## src/sv/pac_pkg.sv

```systemverilog
`default_nettype none

package pac_pkg;

    localparam int DIV_STG  = 16;
    localparam int LANE_STG = DIV_STG + 1;
    localparam int PIPE_STG = LANE_STG + 2;
    localparam int N_LANES  = 3;

    localparam logic CFG_DIRECTION = 1'b0;
    localparam logic CFG_GREY_MODE = 1'b1;

    localparam logic DIR_UNPREMUL = 1'b0;
    localparam logic DIR_PREMUL   = 1'b1;

    localparam logic [15:0] FULL8  = 16'h00FF;
    localparam logic [15:0] FULL16 = 16'hFFFF;

    typedef logic [7:0] t_byte;

    typedef struct packed {
        logic direction;
        logic grey_mode;
    } t_cfg;

    typedef struct packed {
        t_byte b3;
        t_byte b2;
        t_byte b1;
        t_byte b0;
    } t_pix;

    typedef struct packed {
        logic [15:0] c;
        logic [15:0] a;
    } t_lane_op;

    typedef struct packed {
        logic [15:0] res;
        logic        clip;
    } t_lane_res;

    typedef struct packed {
        logic [15:0] rem;
        logic [15:0] lo;
        logic [15:0] q;
        logic [15:0] a;
        logic        sat;
        logic        zero;
    } t_div;

    typedef struct packed {
        t_pix bytes;
        logic clipped;
    } t_out;

endpackage

`default_nettype wire

```

## src/sv/pac_lane.sv

```systemverilog
`default_nettype none

module pac_lane import pac_pkg::*; (
    input  wire logic      i_clk,
    input  wire logic      i_en,
    input  wire t_cfg      i_cfg,
    input  wire t_lane_op  i_op,
    output t_lane_res      o_res
);

    logic        w_unpre;
    logic [31:0] w_c32;
    logic [31:0] w_prod;
    logic [31:0] w_num;
    logic [15:0] w_full;
    t_div        n_st [0:DIV_STG];
    t_div        r_st [0:DIV_STG];

    assign w_unpre = (i_cfg.direction == DIR_UNPREMUL);
    assign w_c32   = {16'h0, i_op.c};
    assign w_prod  = w_c32 * {16'h0, i_op.a};

    always_comb begin
        if (w_unpre) begin
            w_num = i_cfg.grey_mode ? ((w_c32 << 16) - w_c32) : ((w_c32 << 8) - w_c32);
        end else begin
            w_num = w_prod;
        end
        n_st[0].rem  = w_num[31:16];
        n_st[0].lo   = w_num[15:0];
        n_st[0].q    = '0;
        n_st[0].a    = i_op.a;
        n_st[0].sat  = (i_op.c > i_op.a);
        n_st[0].zero = (i_op.a == 16'h0);
    end

    always_ff @(posedge i_clk) begin
        if (i_en) begin
            r_st[0] <= n_st[0];
        end
    end

    // restoring divide, one quotient bit per stage; premultiply divides by 2^W-1 in stage 0
    for (genvar i = 0; i < DIV_STG; i++) begin : g_div
        logic [16:0] w_t;
        logic [16:0] w_diff;
        logic        w_ge;
        logic [32:0] w_y;
        logic [33:0] w_sg;
        logic [33:0] w_sc;

        assign w_t    = {r_st[i].rem, r_st[i].lo[15]};
        assign w_ge   = (w_t >= {1'b0, r_st[i].a});
        assign w_diff = w_t - {1'b0, r_st[i].a};
        assign w_y    = {1'b0, r_st[i].rem, r_st[i].lo} + 33'd1;
        assign w_sg   = {1'b0, w_y} + {17'h0, w_y[32:16]};
        assign w_sc   = {1'b0, w_y} + {9'h0, w_y[32:8]};

        always_comb begin
            n_st[i+1] = r_st[i];
            if (w_unpre) begin
                n_st[i+1].rem = w_ge ? w_diff[15:0] : w_t[15:0];
                n_st[i+1].lo  = {r_st[i].lo[14:0], 1'b0};
                n_st[i+1].q   = {r_st[i].q[14:0], w_ge};
            end else if (i == 0) begin
                n_st[i+1].q = i_cfg.grey_mode ? w_sg[31:16] : w_sc[23:8];
            end
        end

        always_ff @(posedge i_clk) begin
            if (i_en) begin
                r_st[i+1] <= n_st[i+1];
            end
        end
    end

    assign w_full = i_cfg.grey_mode ? FULL16 : FULL8;

    always_comb begin
        if (r_st[DIV_STG].zero) begin
            o_res.res = '0;
        end else if (w_unpre && r_st[DIV_STG].sat) begin
            o_res.res = w_full;
        end else begin
            o_res.res = r_st[DIV_STG].q;
        end
        o_res.clip = w_unpre && !r_st[DIV_STG].zero && r_st[DIV_STG].sat;
    end

endmodule

`default_nettype wire

```

## config.mk

```make
export PLATFORM = sky130hd
export DESIGN_NAME = pac_lane
export DESIGN_NICKNAME = d
export VERILOG_FILES = /design/src/sv/pac_pkg.sv /design/src/sv/pac_lane.sv
export SDC_FILE = /design/constraint.sdc
export NUM_CORES = 2
export LEC_CHECK = 0
export BUFFER_PORTS_ARGS = -buffer_cell sky130_fd_sc_hd__buf_2
export CELL_PAD_IN_SITES_DETAIL_PLACEMENT = 0
export CELL_PAD_IN_SITES_GLOBAL_PLACEMENT = 1
export CORE_MARGIN = 2
export CORE_UTILIZATION = 53
export DETAILED_ROUTE_END_ITERATION = 12
export GPL_ROUTABILITY_DRIVEN = 0
export HOLD_SLACK_MARGIN = 0.06
export PLACE_DENSITY_LB_ADDON = 0.1
export SYNTH_ARGS = -nofsm -noshare
export SYNTH_HDL_FRONTEND = slang
export SYNTH_SLANG_ARGS = --single-unit
```

## constraint.sdc

```tcl
create_clock -name i_clk -period 10.9 [get_ports i_clk]
set_input_delay 2.18 -clock i_clk [delete_from_list [all_inputs] [get_ports i_clk]]
set_output_delay 2.18 -clock i_clk [all_outputs]
set_load 0.05 [all_outputs]
```

==> impl_metrics.py <==
metrics = {
    "outcome": {
        "outcome": "completed",
    },
    "cts": {
        "cts_hold_buf": 0,
        "cts_buffer_depth": 3,
        "clock_latency_ns": 0.70,
        "path_clk_slew_ns": 0.06,
        "cts-resized-gates": 0,
        "numCtsBuffers": 103,
        "root_buffer": "clkbuf_16",
        "htreeDepth": 3,
        "cts_tree": "built",
        "post_cts_buffers": 0,
        "clock-sinks": 938,
    },
    "timing": {
        "max_freq_mhz": 118.8,
        "worst_pin_slew_ns": 1.131,
        "setup_tns_ns": 0,
        "slew_headroom_pct": 24.62,
        "hold_viol": 0,
        "fin_crit_ns": 8.420,
        "slew_violations": 0,
        "setup_viol": 0,
        "fin_crit_sh_pct": 77.25,
        "rsz0062_at_grt": "no",
        "fin_hold_ws_ns": 0.4062,
        "skew_ns": 0.04590,
    },
    "cells_and_area": {
        "drive_gt1_share_pct": 11.65,
        "antenna_cells": 0,
        "mostFrequentLayoutCells": "edfxtp_1 (938), inv_1 (610), ha_1 (440), nor2_1 (426), mux2_2 (387)",
        "final_cells": 7179,
        "largest_reg_flops": 938,
        "reg_top3": "r_st (938)",
        "regMostFlops": "r_st",
        "fin_nets": 6256,
        "stdcell_area_um2": 67600,
        "syn_to_final_growth_pct": 8.233,
        "final_common_cell": "edfxtp_1",
        "fill_cells": 9902,
    },
    "logic_synthesis": {
        "synthCells": 5566,
        "ys_ff_latch": 938,
        "synth_fp_nets": 6251,
        "seq_area_frac_synth_pct": 45.10,
        "syn_avg_cell_area_um2": 11.22,
        "ys.flop_type": "edfxtp_1",
        "netlist_area_um2": 62460,
        "synth_edf_count": 938,
        "yosysWarnings": 0,
        "async_flop_share_pct": 0,
        "ys_types": 84,
    },
    "min_path": {
        "holdPathEnd": "r_st[0][132]$_DFFE_PP_",
        "hold-path-cell-count": 0,
        "worst_hold_startpoint": "r_st[0][66]$_DFFE_PP_",
        "min_path_type": "reg -> reg",
    },
    "drt": {
        "wire_per_inst_um": 19.82,
        "firstDrtPassIters": 5,
        "drc": 0,
        "postRouteAntennaNets": 0,
        "dr.first_iter.drc_count": 2981,
        "drt-total-wl_um": 142300,
        "vias_per_cell": 5.728,
        "vias": 41121,
    },
    "floorplan": {
        "die_x_um": 347.3,
        "fp-row-count": 125,
        "ioPinCount": 53,
        "start_util_pct": 53.61,
        "die_area_um2": 120600,
        "die_h_um": 347.3,
        "core_area_um2": 116500,
    },
    "pwr": {
        "power.total_mw": 16.00,
        "p_leak_nw": 28.04,
        "ir_drop_v": 0.0003389,
        "power_density_nw_per_um2": 236.7,
    },
    "worst_setup_path": {
        "crit_top_cell": "fa_1",
        "r2r_slack_ns": 5.54,
        "rr_startpoint": "r_st[0][41]$_DFFE_PP_",
        "cp_data_required_time_ns": 11.30,
        "path_class": "in -> reg",
        "rr_worst_depth": 15,
        "critPathMaxFanout": 19,
        "worstPathArrival_ns": 8.82,
        "cp_slowest_stage_delay_ns": 0.57,
        "crit_slowest_cell": "fa_1",
        "cp-end-kind": "register",
        "path_cells": "buf_2, clkinv_1, nor2_1, fa_1, inv_1, fa_1, fa_1, inv_1, fa_1, fa_1, inv_1, fa_1, inv_1, ha_1, a21o_1, a21o_1, a21o_1, a21oi_1, a211oi_1, a211oi_1, o21ai_0, a31oi_1, xnor2_1, a21oi_1",
        "startpoint_type": "primary input",
        "rr_endpoint": "r_st[0][93]$_SDFFCE_PN0P_",
    },
    "global_route": {
        "grt_max_degree": 175,
        "grt_first_pass_wirelength_um": 225600,
        "grt_pass1_vias": 40430,
        "grt_overflow": 0,
        "grt_usage_pct": 23.58,
        "antenna_found_initial": 1,
    },
    "placement": {
        "io_buffers": 52,
        "dp_hpwl_um": 104700,
        "placed_area_um2": 64300,
        "placed_cells": 6990,
    },
    "job": {
        "maxCapViolCount": 0,
    },
}
cell families after synthesis:
| logic type | Yosys count | synth area share [%] |
|---|---|---|
| and+or+nand+nor | 1301 | 9.926 |
| adders and majority gates | 649 | 15.51 |
| muxes | 591 | 10.25 |
| xor gates and xnor gates | 248 | 3.502 |
| buffers and inverters | 801 | 4.830 |
| AOI/OAI and AO/OA | 1038 | 10.89 |
| DFF | 938 | 45.10 |
layout make-up:
class | instances | area (µm²) | area share [%]
flip-flops and latches | 938 | 28170 | 41.67
repair buffers | 80 | 565.5 | 0.8366
clock buffers | 125 | 2703 | 3.998
well taps | 1524 | 1907 | 2.821
clock inverters | 64 | 595.6 | 0.8810
multi-input cells | 3827 | 31330 | 46.34
inverters | 621 | 2338 | 3.459
where the power goes:
group	internal [mW]	switching [mW]	leakage (nW)
clock network	1.96	1.45	1.60
registers	4.71	0.425	9.16
logic	3.20	4.26	17.3
cell usage after synthesis (9+ instances only):
cell type	n	area share, %
o41a_1	11	0.20
nor3b_1	43	0.52
a21oi_1	367	2.9
and3_1	29	0.29
nand2b_1	13	0.13
edfxtp_1	938	45
or3_1	17	0.17
o21bai_1	22	0.26
a31oi_1	45	0.45
nor2b_1	75	0.75
nand2_1	332	2.0
o2111ai_1	15	0.21
and2_1	78	0.78
nor3_1	94	0.75
nand4_1	44	0.44
mux2_2	387	7.0
o41ai_1	27	0.38
xor2_1	88	1.2
clkbuf_1	170	1.0
a21boi_0	33	0.40
mux2i_1	204	3.3
fa_1	209	6.7
o21ai_0	134	1.1
o211ai_1	39	0.47
o31a_1	15	0.21
a221o_1	46	0.74
nor2_1	426	2.6
a221oi_1	11	0.15
a211oi_1	32	0.38
o21a_1	59	0.71
or2_2	9	0.090
ha_1	440	8.8
a21o_1	103	1.2
nor4_1	32	0.32
o21ai_1	12	0.096
inv_1	610	3.7
xnor2_1	158	2.2
o31ai_1	11	0.13
nand3_1	79	0.63
worst max-delay path: cells and delay by family:
family                   cells  cell delay, ns
adder cells (fa/ha/maj)      7            3.29
AO/OA/AOI/OAI                9            1.81
XOR/XNOR                     1            0.14
AND/OR/NAND/NOR              1            0.25
buffers and inverters        6            1.12
metal layers:
metal | global-route usage [%] | vias to the layer above | part of all wire, %
li1 | - | 20164 | -
met1 | 31.53 | 19893 | 44
met2 | 39.78 | 856 | 48
met3 | 3.361 | 208 | 4.8
met4 | 7.347 | 0 | 3.1
met5 | 0 | - | 0
through the flow:
stage	utilization [%]	setup WS [ns]
final	58.02	2.480
after global routing	58.02	2.104
after CTS	58.02	2.582
after detailed placement	55.19	1.855
after global placement	55.19	1.987
after floorplan	-	2.577
how the worst max path moves through the flow:
| stage | endpoint | startpoint |
|---|---|---|
| global placement | r_st[0][61]$_DFFE_PP_ | i_op[25] |
| finish | r_st[0][65]$_DFFE_PP_ | i_op[25] |
| global route | r_st[0][65]$_DFFE_PP_ | i_op[25] |
| detailed placement | r_st[0][65]$_DFFE_PP_ | i_op[25] |
| floorplan | r_st[0][65]$_DFFE_PP_ | i_op[22] |
| CTS | r_st[0][65]$_DFFE_PP_ | i_op[25] |
Note: power is estimated with default switching activity, not from simulation.
