### src/sv/pac_pkg.sv
`default_nettype none

package pac_pkg;

    localparam int DIV_STG  = 16;
    localparam int LANE_STG = DIV_STG + 1;
    localparam int PIPE_STG = LANE_STG + 2;
    localparam int N_LANES  = 3;

    localparam logic CFG_DIRECTION = 1'b0;
    localparam logic CFG_GREY_MODE = 1'b1;

    localparam logic DIR_UNPREMUL = 1'b0;
    localparam logic DIR_PREMUL   = 1'b1;

    localparam logic [15:0] FULL8  = 16'h00FF;
    localparam logic [15:0] FULL16 = 16'hFFFF;

    typedef logic [7:0] t_byte;

    typedef struct packed {
        logic direction;
        logic grey_mode;
    } t_cfg;

    typedef struct packed {
        t_byte b3;
        t_byte b2;
        t_byte b1;
        t_byte b0;
    } t_pix;

    typedef struct packed {
        logic [15:0] c;
        logic [15:0] a;
    } t_lane_op;

    typedef struct packed {
        logic [15:0] res;
        logic        clip;
    } t_lane_res;

    typedef struct packed {
        logic [15:0] rem;
        logic [15:0] lo;
        logic [15:0] q;
        logic [15:0] a;
        logic        sat;
        logic        zero;
    } t_div;

    typedef struct packed {
        t_pix bytes;
        logic clipped;
    } t_out;

endpackage

`default_nettype wire

### src/sv/pac_merge.sv
`default_nettype none

module pac_merge import pac_pkg::*; (
    input  wire logic      i_clk,
    input  wire logic      i_en,
    input  wire t_cfg      i_cfg,
    input  wire t_lane_res i_res [N_LANES],
    input  wire t_pix      i_pix,
    output t_out           o_out
);

    t_out n_out;
    t_out r_out;

    always_comb begin
        n_out = '0;
        if (!i_cfg.grey_mode) begin
            n_out.bytes.b0 = i_res[0].res[7:0];
            n_out.bytes.b1 = i_res[1].res[7:0];
            n_out.bytes.b2 = i_res[2].res[7:0];
            n_out.bytes.b3 = i_pix.b3;
            n_out.clipped  = i_res[0].clip | i_res[1].clip | i_res[2].clip;
        end else if (i_cfg.direction == DIR_UNPREMUL) begin
            n_out.bytes.b0 = i_res[0].res[15:8];
            n_out.bytes.b1 = i_res[0].res[7:0];
            n_out.bytes.b2 = i_pix.b3;
            n_out.bytes.b3 = i_pix.b0;
            n_out.clipped  = i_res[0].clip;
        end else begin
            n_out.bytes.b0 = i_pix.b3;
            n_out.bytes.b1 = i_res[0].res[15:8];
            n_out.bytes.b2 = i_res[0].res[7:0];
            n_out.bytes.b3 = i_pix.b2;
            n_out.clipped  = 1'b0;
        end
    end

    always_ff @(posedge i_clk) begin
        if (i_en) begin
            r_out <= n_out;
        end
    end

    assign o_out = r_out;

endmodule

`default_nettype wire
### config.mk
export PLATFORM = sky130hd
export DESIGN_NAME = pac_merge
export DESIGN_NICKNAME = d
export VERILOG_FILES = /design/src/sv/pac_pkg.sv /design/src/sv/pac_merge.sv
export SDC_FILE = /design/constraint.sdc
export NUM_CORES = 1
export LEC_CHECK = 0
export BUFFER_PORTS_ARGS = -buffer_cell sky130_fd_sc_hd__buf_4
export CAP_MARGIN = 15
export CORE_MARGIN = 1.5
export CORE_UTILIZATION = 35
export CTS_CLUSTER_DIAMETER = 50
export DETAILED_ROUTE_END_ITERATION = 10
export PLACE_DENSITY = 0.72
export SYNTH_ARGS = -nofsm -noshare
export SYNTH_HDL_FRONTEND = slang
export SYNTH_SLANG_ARGS = --single-unit
### constraint.sdc
create_clock -name i_clk -period 1.51 [get_ports i_clk]
set_clock_uncertainty 0.2 [all_clocks]
set_input_delay 0.0755 -clock i_clk [delete_from_list [all_inputs] [get_ports i_clk]]
set_output_delay 0.0755 -clock i_clk [all_outputs]
set_load 0.05 [all_outputs]
==> metrics, run 1 <==
Total Neg Setup Slack=0 ns; DRT iter0 DRCs=71; most frequent cells in the layout=buf_4, dlygate4sd3_1, a21oi_1, edfxtp_1; final weighted congestion in routability-driven placement=a little under 0.7; number of levels in the clock H-tree=2; root buffer cell=clkbuf_8; maximum clock path buffer count=2; Initial Utilization=36.34%; average size of a mapped cell=12.00 µm²; wire length of the first global-routing pass=7176 µm; Sink Count=33; fin cells=363; clock-pin transition on the worst setup and hold timing paths=0.07 ns; Total Nets Final=382; vias in the first global route=1,580; total via count in the routed design=1,639; Tightest Pin Transition=approximately 0.43 ns; GR Layer Usage met3=under 10%; Slew Limit Headroom=between 70% and 80%; number of antenna violations at the first check in global routing=0; IO buf count=95; Setup violations, final=0; detailed-placement wirelength estimate=2787 µm; number of flip-flops under the largest register name=33; Placed Cells incl. Taps=297; antenna viol nets, final=0; DRC violation count after routing=0; net count after synthesis=230; Critical Setup Path Class=in2reg; max-cap violations=0; aggregate global routing overflow=0; maximum clock frequency=around 830 MHz; static leakage=~0.0014 µW; register bit count reported by yosys=33; final-report max-slew violation count=0; Ys Warns=0; area added between synthesis and finish=81.56%; number of library cell types mapped by synthesis=11; Pwr per Cell Area=856.6 nW/µm²; core region area=4723 µm²; synthesized netlist cell count=143; gr busiest metal=met2; sort of element at the end of the critical path=register; minimum period implied by the final worst setup slack=1.200 ns; die height=between 70 and 80 µm; portion of the post-synthesis area used by sequential elements=57.73%; RSZ-0062 raised after global routing=false; pre-CTS setup slack=slightly below 0.3 ns; share of the clock period used by the worst path=79.46%; CP arrival=1.01 ns; router iterations before antenna repair=4; type of element launching the critical path=primary input; synthesized cell area=1717 µm²; Max Fanout on Critical Path=3; routed len/inst=13.21 µm; Worst Slack Setup Final=0.3101 ns; Die Span X=around 73 µm; total count of hold-check failures in the final report=0; number of placement rows=25; die area=~5300 µm²; Boundary Pins=120; CP Data Required Time=1.32 ns; largest net degree at the start of global routing=40; count of antenna diodes in the layout=0; met2 layer usage reported by global route=~30%; global routing usage on met1=21.61%; most common cell after layout, fill and taps aside=buf_4; CTS tree=yes; worst min-delay path category=in2reg; Fill cells=356; post-CTS setup buffers=0; TritonCTS buffer count=5; largest voltage drop on the vdd net=0.0005826 V; GR Util All Layers=17.99%; status=finished, final reports clean; fraction of layout instances using a drive strength above 1=35.47%; detailed-route wire length=between 4000 and 5000 µm; Avg Vias per Cell=4.515
[cells in the mapped netlist, drive strengths merged]
master	n	area, µm²
a21oi	33	165.2
edfxtp	33	991.0
nor2	32	120.1
clkbuf	2	7.510
nand2b	1	8.760
buf	9	98.85
nor3	1	5.000
mux2i	32	320.3
[path summary, 6_finish.rpt]
kind / cells past startpoint / startpoint / to / slack [ns]
worst min-delay path: 3 / i_res[44] / o_out[2] / 0.02
worst max-delay path: 4 / i_pix[31] / o_out[24] / 0.31
[metal layers]
layer,share of wire (%),up-vias,wire [µm]
li1,-,824,-
met1,42,741,1999
met2,50,64,2411
met3,6.2,10,295
met4,1.9,0,90
met5,0,-,0
[metrics by stage]
step | util (%) | instance area (µm²) | total power, µW | hold WS (ns)
floorplan | - | 1717 | 1640 | -0.01200
global placement | 51.97 | 2455 | 1929 | 0.1877
detailed placement | 51.97 | 2455 | 1940 | 0.1947
CTS | 65.99 | 3117 | 2694 | 0.01679
global route | 65.99 | 3117 | 2797 | 0.03858
finish | 65.99 | 3117 | 2670 | 0.01557
[what timing repair did]
item | 4_1_cts | 5_1_grt
hold buffers | 58 | 0
hold endpoints to repair | 33 | 0
resized for setup | 0 | 0
[layout make-up]
type	instances	area (µm²)	share of cell area, %
timing repair buffer	156	1341	43.04
sequential	33	991.0	31.79
clock inverter	3	12.51	0.4014
clock buffer	5	68.82	2.208
tap	67	83.83	2.690
multi-input combinational	99	619.3	19.87
[report_power, final]
group          internal, µW  total, µW  switching, µW
Sequential             1110       1140           25.9
Combinational           390        904            514
Clock                   310        625            315
Total                  1810       2670            855
[critical path: stages]
cell           delay [ns]
dlygate4sd3_1        0.55
buf_4                0.15
mux2i_1              0.15
a21oi_1              0.09
[logic make-up (layout without fill, tap and decap cells)]
| group | count (synthesis) | count (layout) | synth area share (%) |
|---|---|---|---|
| simple gates | 34 | 34 | 7.799 |
| buf+inv | 11 | 164 | 6.196 |
| compound gates | 33 | 33 | 9.621 |
| flops | 33 | 33 | 57.73 |
| mux | 32 | 32 | 18.66 |
Note: power is estimated with default switching activity, not from simulation.
==> run 2, diff against run 1 <==
--- a/config.mk
+++ b/config.mk
@@ -11,7 +11,7 @@
 export CORE_UTILIZATION = 35
 export CTS_CLUSTER_DIAMETER = 50
 export DETAILED_ROUTE_END_ITERATION = 10
-export PLACE_DENSITY = 0.72
+export PLACE_DENSITY = 0.75
 export SYNTH_ARGS = -nofsm -noshare
 export SYNTH_HDL_FRONTEND = slang
 export SYNTH_SLANG_ARGS = --single-unit
==> constraint.sdc (replaced) <==
create_clock -name i_clk -period 1 [get_ports i_clk]
set_clock_uncertainty 0.2 [all_clocks]
set_input_delay 0.05 -clock i_clk [delete_from_list [all_inputs] [get_ports i_clk]]
set_output_delay 0.05 -clock i_clk [all_outputs]
set_load 0.05 [all_outputs]
==> run 2 against run 1 <==
Compared with the run above: the flow now finishes with violations (negative hold slack, negative setup slack); clock power rose by 52%; setup slack got worse by 0.42 ns; via count fell by 8.8%; sequential power rose by 54%; critical path depth fell by 3; critical endpoint is now o_out[3].
==> metrics, run 2 (synthesis gave the netlist of run 1 again) <==
sort of element at the end of the critical path=output port; Worst Slack Setup Final=-0.1073 ns; antenna viol nets, final=0; Setup violations, final=34; cell-by-cell listing of the critical path=buf_6; final weighted congestion in routability-driven placement=0.7559; Initial Utilization=around 36%; area added between synthesis and finish=70.77%; Sink Count=33; combined area of the multi-input logic cells=681.9 µm²; count of antenna diodes in the layout=0; largest net degree at the start of global routing=30; Pwr per Cell Area=1388 nW/µm²; register cell area after layout=just under 1000 µm²; hold buffer count at cts=11; dpl cell area=2547 µm²; Fill cells=about 420; max-cap violations=0; IO buf count=95; worst-path cell with the longest stage delay=edfxtp_1; Critical Setup Path Class=reg2out; die area=5334 µm²; total count of hold-check failures in the final report=66; most common cell after layout, fill and taps aside=buf_4; minimum period implied by the final worst setup slack=~1.1 ns; CP Data Required Time=0.75 ns; core region area=4723 µm²; wire length of the first global-routing pass=6499 µm; clock-pin transition on the worst setup and hold timing paths=roughly 0.06 ns; die height=73.04 µm; number of buffer and inverter instances along the worst setup path=1; number of antenna violations at the first check in global routing=0; most frequent cells in the layout=buf_4, edfxtp_1, buf_6; CP arrival=roughly 0.86 ns; static leakage=0.001326 µW; Boundary Pins=120; final standard cell area without fillers=2932 µm²; number of levels in the clock H-tree=2; maximum clock path buffer count=2; number of placement rows=25; crit-path leading delay family=flip-flops; CTS tree=yes; routed len/inst=13.87 µm; root buffer cell=clkbuf_8; final-report max-slew violation count=0; router iterations before antenna repair=4; Die Span X=73.04 µm; violated checks=negative hold slack, negative setup slack; RSZ-0062 raised after global routing=true; hold_ws=-0.1003 ns; fraction of layout instances using a drive strength above 1=a little under 50%; number of flip-flops under the largest register name=33; DRC violation count after routing=0; detailed-route wire length=around 4400 µm; largest voltage drop on the vdd net=just over 0.0007 V; GR Util All Layers=16.48%; type of element launching the critical path=register; Max Fanout on Critical Path=1; maximum clock frequency=~900 MHz; pre-CTS setup slack=-0.1181 ns; DRT iter0 DRCs=36; Tightest Pin Transition=0.2197 ns; vias in the first global route=1,425; status=complete, but fails checks; Slew Limit Headroom=84.93%; aggregate global routing overflow=0; Avg Vias per Cell=4.687; TritonCTS buffer count=5; worst min-delay path category=in2reg; share of the clock period used by the worst path=110.7%; Largest stage delay, worst path=approximately 0.40 ns; total via count in the routed design=1,495; Total Nets Final=approximately 340
## run 2: final timing paths
check	from	end	slack, ns	cells after the start
setup / recovery	o_out[3]	o_out[3]	-0.11	1
hold / removal	i_res[0]	o_out[0]	-0.10	3
## run 2: area by class of cell
| cell class | instances | area share (%) |
|---|---|---|
| repair buffers | 112 | 37.35 |
| well taps | 67 | 2.860 |
| flip-flops and latches | 33 | 33.80 |
| multi-input cells | 99 | 23.26 |
| clock buffers | 8 | 2.732 |
## run 2: metrics by stage
stage                     utilization [%]  power, µW  cells  TNS (ns)
after floorplan                         -       2478    143         0
after global placement              53.93       2959    301    -2.191
after detailed placement            53.93       2975    301    -2.728
after CTS                           60.58       4079    320    -3.132
after global routing                62.07       4246    319    -3.737
final                               62.07       4069    319    -2.723
## run 2: timing repair
| item | 4_1_cts | 5_1_grt |
|---|---|---|
| setup buffers | 0 | 0 |
| endpoints found under the hold margin | 66 | 60 |
| gates resized for setup | 33 | 25 |
| setup endpoints to repair | 33 | 44 |
| pin swaps | 0 | 1 |
## run 2: power by group
part | total, µW | leakage (µW) | internal, µW | switching (µW)
Clock | 947 | 0.0000395 | 494 | 453
Combinational | 1370 | 0.000962 | 598 | 772
Sequential | 1750 | 0.000324 | 1690 | 64.8
Total | 4070 | 0.00133 | 2780 | 1290
## run 2: routing by layer
| metal | part of all wire, % | global-route usage (%) |
|---|---|---|
| met1 | 39 | 19.26 |
| met4 | 1.1 | 5.660 |
| met3 | 6.4 | 4.558 |
| met2 | 53 | 28.89 |
| met5 | 0 | 0 |
